===== src/rtl/core/csi_pkg.sv =====
// Shared constants and types of the CSV structural indexer.
// No dependencies; imported by every module of the block.
package csi_pkg;

   localparam int DATA_WIDTH        = 64;
   localparam int MAX_LANES         = DATA_WIDTH / 8;
   localparam int COUNT_WIDTH       = 4;
   localparam int CNT_WIDTH         = $clog2(MAX_LANES + 1);
   localparam int POS_WIDTH         = 18;
   localparam int ROW_WIDTH         = 32;
   localparam int COL_WIDTH         = 16;
   localparam int BYTES_PER_ITEM_DEF = 8;
   localparam int BUFFER_BYTES_DEF  = 262144;

   localparam logic [7:0] NEWLINE_CHAR = 8'h0A;
   localparam logic [7:0] QUOTE_CHAR   = 8'h22;
   localparam logic [7:0] COMMA_CHAR   = 8'h2C;

   localparam logic KIND_COMMA   = 1'b0;
   localparam logic KIND_ROW_END = 1'b1;

   typedef struct packed {
      logic quoted;
      logic newline;
      logic field_end;
      logic row_end;
   } lane_flags_type;

   typedef struct packed {
      logic                 kind;
      logic [POS_WIDTH-1:0] position;
      logic [ROW_WIDTH-1:0] row;
      logic [COL_WIDTH-1:0] column;
   } event_type;

   typedef struct packed {
      logic [MAX_LANES-1:0]      mask;
      event_type [MAX_LANES-1:0] ev;
   } event_set_type;

endpackage


===== src/rtl/core/csi_lane.sv =====
// One byte lane: classifies a text byte and carries the quote state on.
// Depends on csi_pkg.
module csi_lane (
   input  logic                    active,
   input  logic [7:0]              byte_in,
   input  logic                    quoted_in,
   input  logic                    newline_in,
   output csi_pkg::lane_flags_type flags
);
   import csi_pkg::*;

   logic quote_hit;
   logic newline_hit;
   logic comma_hit;

   assign quote_hit   = (byte_in == QUOTE_CHAR);
   assign newline_hit = (byte_in == NEWLINE_CHAR);
   assign comma_hit   = (byte_in == COMMA_CHAR);

   always_comb begin
      flags.quoted    = quoted_in;
      flags.newline   = newline_in;
      flags.field_end = 1'b0;
      flags.row_end   = 1'b0;
      if (active) begin
         if (quote_hit) begin
            flags.quoted = quoted_in ? 1'b0 : newline_in;
         end
         flags.field_end = comma_hit && !quoted_in;
         flags.row_end   = newline_hit && !quoted_in;
         flags.newline   = newline_hit;
      end
   end

endmodule


===== src/rtl/core/csi_merge.sv =====
// Merging stage: turns the lane flags into a set of events and the next counters.
// Depends on csi_pkg.
module csi_merge #(
   parameter int BUFFER_BYTES = csi_pkg::BUFFER_BYTES_DEF,
   parameter int PW           = $clog2(BUFFER_BYTES)
) (
   input  csi_pkg::lane_flags_type [csi_pkg::MAX_LANES-1:0] flags,
   input  logic [PW-1:0]                   position,
   input  logic [csi_pkg::ROW_WIDTH-1:0]   rows,
   input  logic [csi_pkg::COL_WIDTH-1:0]   column,
   input  logic [csi_pkg::COUNT_WIDTH-1:0] count,
   input  logic                            buffer_start,
   input  logic                            emit_columns,
   output csi_pkg::event_set_type          set,
   output logic [PW-1:0]                   position_next,
   output logic [csi_pkg::ROW_WIDTH-1:0]   rows_next,
   output logic [csi_pkg::COL_WIDTH-1:0]   column_next
);
   import csi_pkg::*;

   localparam logic [PW:0] LIMIT = (PW + 1)'(BUFFER_BYTES);

   always_comb begin : merge_proc
      logic [PW-1:0]          base;
      logic [PW:0]            pos_sum;
      logic [PW:0]            pos_wrap;
      logic [PW+POS_WIDTH-1:0] pos_wide;
      logic [CNT_WIDTH-1:0]   nl_cnt;
      logic [CNT_WIDTH-1:0]   field_cnt;
      logic                   col_cleared;
      logic [ROW_WIDTH:0]     row_sum;
      logic [COL_WIDTH:0]     col_sum;

      base        = buffer_start ? '0 : position;
      nl_cnt      = '0;
      field_cnt   = '0;
      col_cleared = 1'b0;
      set         = '0;
      for (int i = 0; i < MAX_LANES; i++) begin
         pos_sum  = {1'b0, base} + (PW + 1)'(i);
         pos_wrap = (pos_sum >= LIMIT) ? pos_sum - LIMIT : pos_sum;
         pos_wide = {{POS_WIDTH{1'b0}}, pos_wrap[PW-1:0]};
         if (flags[i].row_end) begin
            nl_cnt = nl_cnt + CNT_WIDTH'(1);
         end
         row_sum = {1'b0, rows} + (ROW_WIDTH + 1)'(nl_cnt);
         col_sum = {1'b0, column} + (COL_WIDTH + 1)'(field_cnt);
         set.ev[i].kind     = flags[i].row_end ? KIND_ROW_END : KIND_COMMA;
         set.ev[i].position = pos_wide[POS_WIDTH-1:0];
         set.ev[i].row      = row_sum[ROW_WIDTH] ? '1 : row_sum[ROW_WIDTH-1:0];
         if (col_cleared) begin
            set.ev[i].column = COL_WIDTH'(field_cnt);
         end else begin
            set.ev[i].column = col_sum[COL_WIDTH] ? '1 : col_sum[COL_WIDTH-1:0];
         end
         set.mask[i] = flags[i].row_end || (flags[i].field_end && emit_columns);
         if (flags[i].field_end) begin
            field_cnt = field_cnt + CNT_WIDTH'(1);
         end
         if (flags[i].row_end) begin
            field_cnt   = '0;
            col_cleared = 1'b1;
         end
      end

      row_sum = {1'b0, rows} + (ROW_WIDTH + 1)'(nl_cnt);
      col_sum = {1'b0, column} + (COL_WIDTH + 1)'(field_cnt);
      rows_next = row_sum[ROW_WIDTH] ? '1 : row_sum[ROW_WIDTH-1:0];
      if (col_cleared) begin
         column_next = COL_WIDTH'(field_cnt);
      end else begin
         column_next = col_sum[COL_WIDTH] ? '1 : col_sum[COL_WIDTH-1:0];
      end
      pos_sum       = {1'b0, base} + (PW + 1)'(count);
      pos_wrap      = (pos_sum >= LIMIT) ? pos_sum - LIMIT : pos_sum;
      position_next = pos_wrap[PW-1:0];
   end

endmodule


===== src/rtl/core/csi_drain.sv =====
// Two-stage event queue: holds event sets and hands them out one word at a time.
// Depends on csi_pkg.
module csi_drain (
   input  logic                   clock,
   input  logic                   reset,
   input  logic                   load,
   input  csi_pkg::event_set_type set_in,
   output logic                   load_ready,
   output logic                   rsp_valid,
   input  logic                   rsp_ready,
   output csi_pkg::event_type     rsp_event,
   output logic                   rsp_last
);
   import csi_pkg::*;

   logic [MAX_LANES-1:0]      a_mask_ff, a_mask_in;
   event_type [MAX_LANES-1:0] a_ev_ff, a_ev_in;
   logic [MAX_LANES-1:0]      b_mask_ff, b_mask_in;
   event_type [MAX_LANES-1:0] b_ev_ff, b_ev_in;
   logic [MAX_LANES-1:0]      sel;
   logic                      fire;
   logic                      b_free;
   logic                      a_move;

   assign sel       = b_mask_ff & (~b_mask_ff + MAX_LANES'(1));
   assign rsp_valid = |b_mask_ff;
   assign rsp_last  = ((b_mask_ff & ~sel) == '0);
   assign fire      = rsp_valid && rsp_ready;
   assign b_free    = !rsp_valid || (fire && rsp_last);
   assign a_move    = (|a_mask_ff) && b_free;
   assign load_ready = !(|a_mask_ff) || a_move;

   always_comb begin
      rsp_event = '0;
      for (int i = 0; i < MAX_LANES; i++) begin
         if (sel[i]) begin
            rsp_event = rsp_event | b_ev_ff[i];
         end
      end
   end

   always_comb begin
      a_mask_in = a_mask_ff;
      a_ev_in   = a_ev_ff;
      if (load) begin
         a_mask_in = set_in.mask;
         a_ev_in   = set_in.ev;
      end else if (a_move) begin
         a_mask_in = '0;
      end
      b_mask_in = b_mask_ff;
      b_ev_in   = b_ev_ff;
      if (a_move) begin
         b_mask_in = a_mask_ff;
         b_ev_in   = a_ev_ff;
      end else if (fire) begin
         b_mask_in = b_mask_ff & ~sel;
      end
   end

   always_ff @(posedge clock) begin
      if (reset) begin
         a_mask_ff <= '0;
         b_mask_ff <= '0;
      end else begin
         a_mask_ff <= a_mask_in;
         b_mask_ff <= b_mask_in;
      end
   end

   always_ff @(posedge clock) begin
      a_ev_ff <= a_ev_in;
      b_ev_ff <= b_ev_in;
   end

endmodule


===== src/rtl/core/csv_structural_indexer.sv =====
// Top level of the CSV structural indexer: byte lanes, merge and event queue.
// Depends on csi_pkg, csi_lane, csi_merge and csi_drain.
//
// Usage: the req channel carries one word of up to eight text bytes (first
// byte in bits 7:0), a byte count and a buffer start flag. Each comma and
// newline outside a quoted region becomes one rsp word with its kind, byte
// position, row number and column index; the last event of a word carries
// rsp_last_in_item. Comma events are suppressed while the csr register's bit
// is low. The csr channel is always ready; write it only while the block is idle.
// With the queue empty, an accepted word is registered in stage a and then
// moved to stage b; rsp_valid rises once its events are in stage b.
// One req word per cycle while words carry at most one event each and rsp_ready
// stays high; a word with more events holds the rsp port while the rsp port
// drains the event set one word per cycle.
// A second word is taken while the output stalls, then req_ready drops.
// Reset: synchronous; clears quote state, counters and queued events, sets the
// was-newline flag and enables comma events.
module csv_structural_indexer #(
   parameter int BYTES_PER_ITEM = csi_pkg::BYTES_PER_ITEM_DEF,
   parameter int BUFFER_BYTES   = csi_pkg::BUFFER_BYTES_DEF
) (
   input  logic                            clock,
   input  logic                            reset,
   input  logic                            csr_valid,
   output logic                            csr_ready,
   input  logic                            csr_data,
   input  logic                            req_valid,
   output logic                            req_ready,
   input  logic [csi_pkg::DATA_WIDTH-1:0]  req_data_word,
   input  logic [csi_pkg::COUNT_WIDTH-1:0] req_byte_count,
   input  logic                            req_buffer_start,
   output logic                            rsp_valid,
   input  logic                            rsp_ready,
   output logic                            rsp_event_kind,
   output logic [csi_pkg::POS_WIDTH-1:0]   rsp_position,
   output logic [csi_pkg::ROW_WIDTH-1:0]   rsp_row_number,
   output logic [csi_pkg::COL_WIDTH-1:0]   rsp_column_index,
   output logic                            rsp_last_in_item
);
   import csi_pkg::*;

   localparam int LANES = (BYTES_PER_ITEM < MAX_LANES) ? BYTES_PER_ITEM : MAX_LANES;
   localparam int PW    = $clog2(BUFFER_BYTES);

   logic                  emit_columns_ff, emit_columns_in;
   logic                  in_quotes_ff, in_quotes_in;
   logic                  prev_newline_ff, prev_newline_in;
   logic [PW-1:0]         position_ff, position_in;
   logic [ROW_WIDTH-1:0]  rows_ff, rows_in;
   logic [COL_WIDTH-1:0]  column_ff, column_in;

   logic [COUNT_WIDTH-1:0]          count;
   logic                            req_fire;
   lane_flags_type [MAX_LANES-1:0]  flags;
   logic [MAX_LANES:0]              quoted_chain;
   logic [MAX_LANES:0]              newline_chain;
   event_set_type                   set;
   event_type                       rsp_event;

   assign csr_ready = 1'b1;
   assign req_fire  = req_valid && req_ready;
   assign count     = (req_byte_count > COUNT_WIDTH'(LANES)) ? COUNT_WIDTH'(LANES)
                                                              : req_byte_count;

   assign quoted_chain[0]  = in_quotes_ff;
   assign newline_chain[0] = prev_newline_ff;

   for (genvar i = 0; i < MAX_LANES; i++) begin : g_lane
      if (i < LANES) begin : g_on
         csi_lane u_lane (
            .active     (COUNT_WIDTH'(i) < count),
            .byte_in    (req_data_word[8*i +: 8]),
            .quoted_in  (quoted_chain[i]),
            .newline_in (newline_chain[i]),
            .flags      (flags[i])
         );
      end else begin : g_off
         assign flags[i] = '{quoted: quoted_chain[i], newline: newline_chain[i],
                             field_end: 1'b0, row_end: 1'b0};
      end
      assign quoted_chain[i+1]  = flags[i].quoted;
      assign newline_chain[i+1] = flags[i].newline;
   end

   csi_merge #(
      .BUFFER_BYTES (BUFFER_BYTES),
      .PW           (PW)
   ) u_merge (
      .flags         (flags),
      .position      (position_ff),
      .rows          (rows_ff),
      .column        (column_ff),
      .count         (count),
      .buffer_start  (req_buffer_start),
      .emit_columns  (emit_columns_ff),
      .set           (set),
      .position_next (position_in),
      .rows_next     (rows_in),
      .column_next   (column_in)
   );

   assign in_quotes_in    = quoted_chain[MAX_LANES];
   assign prev_newline_in = newline_chain[MAX_LANES];
   assign emit_columns_in = (csr_valid && csr_ready) ? csr_data : emit_columns_ff;

   csi_drain u_drain (
      .clock      (clock),
      .reset      (reset),
      .load       (req_fire),
      .set_in     (set),
      .load_ready (req_ready),
      .rsp_valid  (rsp_valid),
      .rsp_ready  (rsp_ready),
      .rsp_event  (rsp_event),
      .rsp_last   (rsp_last_in_item)
   );

   assign rsp_event_kind   = rsp_event.kind;
   assign rsp_position     = rsp_event.position;
   assign rsp_row_number   = rsp_event.row;
   assign rsp_column_index = rsp_event.column;

   always_ff @(posedge clock) begin
      if (reset) begin
         emit_columns_ff <= 1'b1;
         in_quotes_ff    <= 1'b0;
         prev_newline_ff <= 1'b1;
         position_ff     <= '0;
         rows_ff         <= '0;
         column_ff       <= '0;
      end else begin
         emit_columns_ff <= emit_columns_in;
         if (req_fire) begin
            in_quotes_ff    <= in_quotes_in;
            prev_newline_ff <= prev_newline_in;
            position_ff     <= position_in;
            rows_ff         <= rows_in;
            column_ff       <= column_in;
         end
      end
   end

endmodule


===== config.mk =====
export PLATFORM = sky130hd
export DESIGN_NAME = csv_structural_indexer
export DESIGN_NICKNAME = d
export VERILOG_FILES = /design/src/rtl/core/csi_pkg.sv /design/src/rtl/core/csi_lane.sv /design/src/rtl/core/csi_merge.sv /design/src/rtl/core/csi_drain.sv /design/src/rtl/core/csv_structural_indexer.sv
export SDC_FILE = /design/constraint.sdc
export NUM_CORES = 2
export LEC_CHECK = 0
export CAP_MARGIN = 25
export CORE_AREA = 2 2 384 386
export DETAILED_ROUTE_END_ITERATION = 10
export DIE_AREA = 0 0 386 388
export DONT_BUFFER_PORTS = 1
export GPL_ROUTABILITY_DRIVEN = 0
export GPL_TIMING_DRIVEN = 1
export PLACE_DENSITY_LB_ADDON = 0.08
export SLEW_MARGIN = 30
export SYNTH_ARGS = -nofsm -noshare
export SYNTH_HDL_FRONTEND = slang
export SYNTH_SLANG_ARGS = --single-unit

===== constraint.sdc =====
create_clock -name clock -period 47.5 [get_ports clock]
set_input_delay 9.5 -clock clock [delete_from_list [all_inputs] [get_ports clock]]
set_output_delay 9.5 -clock clock [all_outputs]
set_load 0.02 [all_outputs]

---- Yosys cells after proc, flatten, opt, wreduce, memory -nomap -nowiden ----
Cells that the tools add are included.
storage, ports and cells
  bits in registers ....................... 1157
operators by class
  add/sub/neg operators ................... 48
  $lt $le $gt $ge ......................... 18
  eq/ne operators ......................... 24
  multiplexer cells ....................... 103
  bitwise gates (word level) .............. 11
  reductions and logical operators ........ 53
operator list
  operator                                                                 number
  67-bit two-way mux                                                       8
  67-bit OR                                                                7
  32-bit by 4-bit adder with 33-bit output                                 7
  18-bit two-way mux                                                       10
  18-bit by 1-bit subtractor with 18-bit output, second input constant     9
  19-bit >= comparator, second input constant                              8
  4-bit two-way mux                                                        37
  16-bit two-way mux                                                       9
  8-bit by 6-bit equality test with 1-bit output, second input constant    16
  16-bit by 4-bit adder with 17-bit output                                 7
  18-bit by 3-bit adder with 19-bit output, second input constant          4
  8-bit by 4-bit equality test with 1-bit output, second input constant    8
  4-bit by 1-bit adder with 4-bit output, second input constant            12
  18-bit by 2-bit adder with 19-bit output, second input constant          2
  1-bit two-way mux                                                        34
  32-bit by 1-bit adder with 33-bit output                                 1
  32-bit two-way mux                                                       1
  8-bit two-way mux                                                        4
  1-bit logical AND                                                        28
  18-bit by 1-bit adder with 19-bit output, second input constant          1
  18-bit by 4-bit adder with 19-bit output                                 1
  18-bit by 19-bit >= comparator with 1-bit output, second input constant  1
  16-bit by 1-bit adder with 17-bit output                                 1
  8-bit bitwise AND                                                        2
  other kinds (12)                                                         39

---- Longest topological paths before layout ----
  depth after elaboration ................. 30
  mapped depth ............................ 35
  depth with buffers taken out ............ 34

---- Cells and area by module ----
A second synthesis with hierarchy kept.
unflattened totals
  cells, all modules ...................... 4209
  area total of the unflattened synthesis .. 52944.5 um^2
modules (own cells, without submodules)
  module                  times used  cells each  area each (um^2)
  csi_drain               1           1705        36150.9
  csi_merge               1           2072        12477.0
  csv_structural_indexer  1           328         3465.8
  csi_lane                8           13          106.4

---- Worst setup path after synthesis ----
No wires, ideal clock.
  kind .................................... input to register
  from .................................... in rsp_ready
  to ...................................... reg u_drain.b_ev_ff[0] (netlist name), enable pin
  library setup time ...................... 1.591 ns
  data arrival time ....................... 35.104 ns
  setup slack ............................. 10.804 ns
  stages .................................. 4
  buffers on the path ..................... 1
  cells stage by stage .................... nand2_1 -> and2_1 -> clkbuf_1 -> a21oi_1
between the ends
  word-level cells in the longest chain between the ends .. 4
ends and longest elaborated chain
  item                    line                          source
  start: declaration      csv_structural_indexer.sv:33  input logic rsp_ready,
  1-bit logical AND       csi_drain.sv:28               assign fire = rsp_valid && rsp_ready;
  1-bit logical AND       csi_drain.sv:29               assign b_free = !rsp_valid || (fire && rsp_last);
  1-bit logical OR        csi_drain.sv:29
  1-bit logical AND       csi_drain.sv:30               assign a_move = (|a_mask_ff) && b_free;
  via u_drain.a_move      csi_drain.sv:23               logic a_move;
  end signal: assignment  csi_drain.sv:73               b_ev_ff <= b_ev_in;
  end: declaration        csi_drain.sv:19               event_type [MAX_LANES-1:0] b_ev_ff, b_ev_in;
The timed path passes the listed nets, and every way through them passes these cells.
A chain may end at the register's enable or synchronous reset.

---- Final worst setup path ----
  from .................................... in rsp_ready
  to ...................................... out req_ready
between the ends
  word-level cells in the longest chain between the ends .. 5
ends and longest elaborated chain
  item               line                          source
  1-bit logical AND  csi_drain.sv:28
  1-bit logical AND  csi_drain.sv:29
  1-bit logical OR   csi_drain.sv:29
  1-bit logical AND  csi_drain.sv:30
  1-bit logical OR   csi_drain.sv:31               assign load_ready = !(|a_mask_ff) || a_move;
  end: declaration   csv_structural_indexer.sv:28  output logic req_ready,
Every way passes these cells.

==> metrics.txt <==
# TYPE chip_impl_metric gauge
chip_impl_metric{name="clock_sink_count",unit=""} 1137
chip_impl_metric{name="drtIter0Drc",unit=""} 2736
chip_impl_metric{name="drive_gt1_share",unit="%"} 8.63
chip_impl_metric{name="gr-usage-all-layers",unit="%"} 19.6
chip_impl_metric{name="layout.filler_cells",unit=""} 13785
chip_impl_metric{name="cts_max_path_bufs",unit=""} 3
chip_impl_info{name="holdCritPathClass",value="reg2reg"} 1
chip_impl_metric{name="htreeDepth",unit=""} 4
chip_impl_info{name="crit_path_cell_trace",value="nand2_1, and2_1, nand2_1"} 1
chip_impl_metric{name="arrival",unit="ps"} 10310
chip_impl_info{name="cts_root_buf",value="clkbuf_16"} 1
chip_impl_metric{name="drc",unit=""} 0
chip_impl_metric{name="syn2layout_area_growth",unit="%"} 12.6
chip_impl_metric{name="post-dp-hpwl",unit="um"} 91100
chip_impl_metric{name="seqCellArea",unit="um^2"} 33300
chip_impl_info{name="rsz_0062_raised_after_global_routing",value="false"} 1
chip_impl_metric{name="synth_top_cell_area_share",unit="%"} 62.5
chip_impl_metric{name="io_pins",unit=""} 146
chip_impl_metric{name="grt_start_max_net_pins",unit=""} 163
chip_impl_metric{name="cts_setup_buffers",unit=""} 0
chip_impl_metric{name="finalNetCount",unit=""} 4200
chip_impl_metric{name="path_buf_inv",unit=""} 0
chip_impl_metric{name="cts_repair_resize_count",unit=""} 0
chip_impl_metric{name="max_cap_viol_count",unit=""} 0
chip_impl_info{name="synth.largest_area_cell",value="edfxtp_1"} 1
chip_impl_info{name="busiest_layer",value="met2"} 1
chip_impl_metric{name="worst-endpoint-required",unit="ps"} 38000
chip_impl_metric{name="num_antenna_cells",unit=""} 0
chip_impl_metric{name="number_of_clock_buffers_inserted_by_tritoncts",unit=""} 133
chip_impl_metric{name="grt_pass1_wl",unit="um"} 216000
chip_impl_info{name="worst-setup-path-type",value="in2out"} 1
chip_impl_info{name="timing.critical_path.to_type",value="primary output"} 1
chip_impl_info{name="critical-path-slowest-cell",value="and2_1"} 1
chip_impl_metric{name="clkLatencyLatePin",unit="ps"} 780
chip_impl_metric{name="synth_sequential_area_ratio",unit="%"} 65.8
chip_impl_metric{name="final_antenna_net_count",unit=""} 0
chip_impl_metric{name="avgSynthCellArea",unit="um^2"} 12.3
chip_impl_metric{name="pre_cts_slack",unit="ps"} 27730
chip_impl_metric{name="max_stage_delay",unit="ps"} 410
chip_impl_metric{name="routed-via-count",unit=""} 32031
chip_impl_metric{name="cellLeakagePower",unit="uW"} 0.0202
chip_impl_metric{name="die-area",unit="um^2"} 150000
chip_impl_metric{name="finalSetupViolCount",unit=""} 0
chip_impl_metric{name="crit_fanout",unit=""} 10
chip_impl_metric{name="wire_per_inst",unit="um"} 24.3
chip_impl_metric{name="synth.cell_area",unit="um^2"} 50600
chip_impl_info{name="worst_path_dominant_cell_family",value="simple AND/OR/NAND/NOR gates"} 1
chip_impl_metric{name="via_count_of_the_first_global_routing_pass",unit=""} 31373
chip_impl_info{name="post_synth_most_frequent_cells",value="edfxtp_1 (1,052), nand2_1 (454), nor2_1 (367)"} 1
chip_impl_info{name="status",value="complete, no violations"} 1
chip_impl_metric{name="drt-total-wl",unit="um"} 147000
chip_impl_metric{name="die_width",unit="um"} 386
chip_impl_info{name="synth-main-ff-cell",value="edfxtp_1"} 1
chip_impl_metric{name="globalRouteMet3Util",unit="%"} 3.70
chip_impl_metric{name="slew_viol_final",unit=""} 0
chip_impl_metric{name="yosysWarningCount",unit=""} 0
chip_impl_metric{name="cts_hold_buffers",unit=""} 0
chip_impl_metric{name="instances_no_fill",unit=""} 6055
chip_impl_metric{name="routed_via_density",unit=""} 5.29
chip_impl_metric{name="detailedRoute.firstPassIterationCount",unit=""} 8
chip_impl_metric{name="synth_nets",unit=""} 4268
chip_impl_metric{name="skew",unit="ps"} 33.1
chip_impl_metric{name="ys_async_sr_fraction",unit="%"} 0
chip_impl_metric{name="setup_tns",unit="ps"} 0
chip_impl_info{name="clock_tree_from_tritoncts",value="done"} 1
chip_impl_metric{name="number_of_enable_type_register_cells_in_the_synthesized_netlist",unit=""} 1052
chip_impl_metric{name="vdd_ir_drop_max",unit="mV"} 0.0266
chip_impl_metric{name="slew_headroom",unit="%"} 33.8
chip_impl_metric{name="report.final.hold_viol_count",unit=""} 0
chip_impl_metric{name="grtUsageMet1",unit="%"} 27.6
chip_impl_info{name="crit_top_cell",value="nand2_1"} 1
chip_impl_info{name="setup_crit_start_kind",value="input pin"} 1
chip_impl_info{name="synthMostInstantiatedCell",value="edfxtp_1"} 1
chip_impl_metric{name="final_critical_path_setup_slack",unit="ps"} 27690
chip_impl_metric{name="postSynthRegisterBits",unit=""} 1137
chip_impl_metric{name="effective_utilization_at_floorplan",unit="%"} 34.8
chip_impl_metric{name="maxClockFrequency",unit="GHz"} 0.0505
chip_impl_metric{name="design_area",unit="um^2"} 56900
chip_impl_metric{name="gr-total-overflow",unit=""} 0
chip_impl_metric{name="groute.layer.met2.usage",unit="%"} 30.9
chip_impl_metric{name="synthCells",unit=""} 4098
chip_impl_metric{name="fin_crit",unit="ps"} 19810
chip_impl_metric{name="clkSlewWorstSetupHoldPaths",unit="ps"} 60
chip_impl_metric{name="synth.lib_cells_used.distinct",unit=""} 81
chip_impl_metric{name="worst_slew_pin_slew",unit="ps"} 994
chip_impl_metric{name="multi_input_area",unit="um^2"} 16100
chip_impl_metric{name="die_h",unit="um"} 388
chip_impl_metric{name="grt_antenna_before_repair",unit=""} 5
chip_impl_metric{name="numPortBuffers",unit=""} 0
chip_impl_metric{name="fp-row-count",unit=""} 140
chip_impl_metric{name="cell_count_after_placement",unit=""} 5811
chip_impl_metric{name="placed_standard_cell_area",unit="um^2"} 52600
chip_impl_metric{name="core_region_area",unit="um^2"} 145000
chip_impl_info{name="synth.area.top_cells",value="edfxtp_1 (62%), nand2_1 (3.4%), dfxtp_1 (3.4%)"} 1
chip_impl_metric{name="min_period_over_period",unit="%"} 41.7
chip_impl_metric{name="power.density_cell_area",unit="nW/um^2"} 38.0
-- area by class of cell --
| type | instances | share of cell area (%) |
|---|---|---|
| Inverter | 53 | 0.363 |
| Timing Repair Buffer | 78 | 1.11 |
| Sequential cell | 1137 | 58.5 |
| Clock buffer | 169 | 6.17 |
| Clock inverter | 74 | 1.29 |
| Tap cell | 1917 | 4.21 |
| Multi-Input combinational cell | 2627 | 28.3 |
-- worst reg2reg max path: cells and delay by family (launching register included) --
family / cells / cell delay, ps
flip-flops: 1 / 430
XOR/XNOR: 1 / 210
AND/OR/NAND/NOR: 14 / 3770
adder cells (fa/ha/maj): 7 / 2040
AO/OA/AOI/OAI: 8 / 1860
buffers and inverters: 2 / 190
multiplexers: 2 / 180
-- metrics by stage --
step	total power (uW)	hold slack [ps]	util (%)
after floorplan	1190	400	-
after global placement	1190	400	36.2
after detailed placement	1190	405	36.2
after CTS	2190	411	39.2
after global routing	2240	416	39.2
final	2160	407	39.2
-- state kept, by name, summed over array words and instances, names as in the netlist --
| name | flops |
|---|---|
| prev_newline_ff | 1 |
| column_ff | 16 |
| u_drain.b_ev_ff | 526 |
| emit_columns_ff | 1 |
| position_ff | 18 |
| rows_ff | 32 |
| in_quotes_ff | 1 |
| u_drain.b_mask_ff | 8 |
| u_drain.a_mask_ff | 8 |
| u_drain.a_ev_ff | 526 |
-- cells by family (layout without fill, tap and decap cells) --
| kind of cell | Yosys count | count (layout) | synth area share [%] |
|---|---|---|---|
| AOI/OAI and AO/OA | 758 | 758 | 9.76 |
| xor gates and xnor gates | 322 | 322 | 5.59 |
| adders and majority gates | 96 | 96 | 2.59 |
| buffers and inverters | 334 | 374 | 2.50 |
| DFF | 1137 | 1137 | 65.8 |
| muxes | 25 | 25 | 0.527 |
| other | 2 | 2 | 0.0149 |
| and+or+nand+nor | 1424 | 1424 | 13.2 |
-- power by group --
group / leakage, uW / switching, uW / internal (uW) / total [uW]
clock: 0.00205 / 423 / 574 / 997
sequential: 0.0106 / 8.61 / 1120 / 1130
combinational: 0.00751 / 28.2 / 10.2 / 38.4
-- path summary, 6_finish.rpt --
path | from | endpoint | slack, ps | cells after the start
worst min register to register | u_drain.a_ev_ff[82] | u_drain.b_ev_ff[82] | 410 | 0
worst min-delay path | u_drain.a_ev_ff[82] | u_drain.b_ev_ff[82] | 410 | 0
worst max register to register | in_quotes_ff | column_ff[11] | 38750 | 34
worst max-delay path | rsp_ready | req_ready | 27690 | 3
-- layer usage --
metal	part of all wire, %	up-vias
li1	-	15053
met1	46	16001
met2	46	778
met3	5.7	199
met4	2.2	0
met5	0	-
-- cell usage in the layout, fill, tap and decap left out, types with 7 or more instances in the layout --
| cell | count |
|---|---|
| a211oi_1 | 21 |
| a21o_1 | 29 |
| a21oi_1 | 232 |
| a221oi_1 | 67 |
| a222oi_1 | 65 |
| a22oi_1 | 73 |
| a311oi_1 | 7 |
| and2_1 | 13 |
| and3_1 | 66 |
| buf_4 | 73 |
| bufinv_16 | 8 |
| clkbuf_1 | 31 |
| clkbuf_16 | 133 |
| clkinv_1 | 18 |
| clkinv_2 | 21 |
| clkinvlp_4 | 9 |
| dfxtp_1 | 83 |
| edfxtp_1 | 1052 |
| fa_1 | 15 |
| ha_1 | 80 |
| inv_1 | 50 |
| mux2_2 | 13 |
| mux2i_1 | 12 |
| nand2_1 | 452 |
| nand2b_1 | 33 |
| nand3_1 | 205 |
| nand4_1 | 24 |
| nor2_1 | 361 |
| nor2b_1 | 34 |
| nor3_1 | 58 |
| nor4_1 | 11 |
| o21ai_0 | 188 |
| o22ai_1 | 9 |
| o31ai_1 | 12 |
| or2_2 | 13 |
| or3_1 | 85 |
| xnor2_1 | 185 |
| xor2_1 | 136 |
Power figures use the tool's default switching activity.
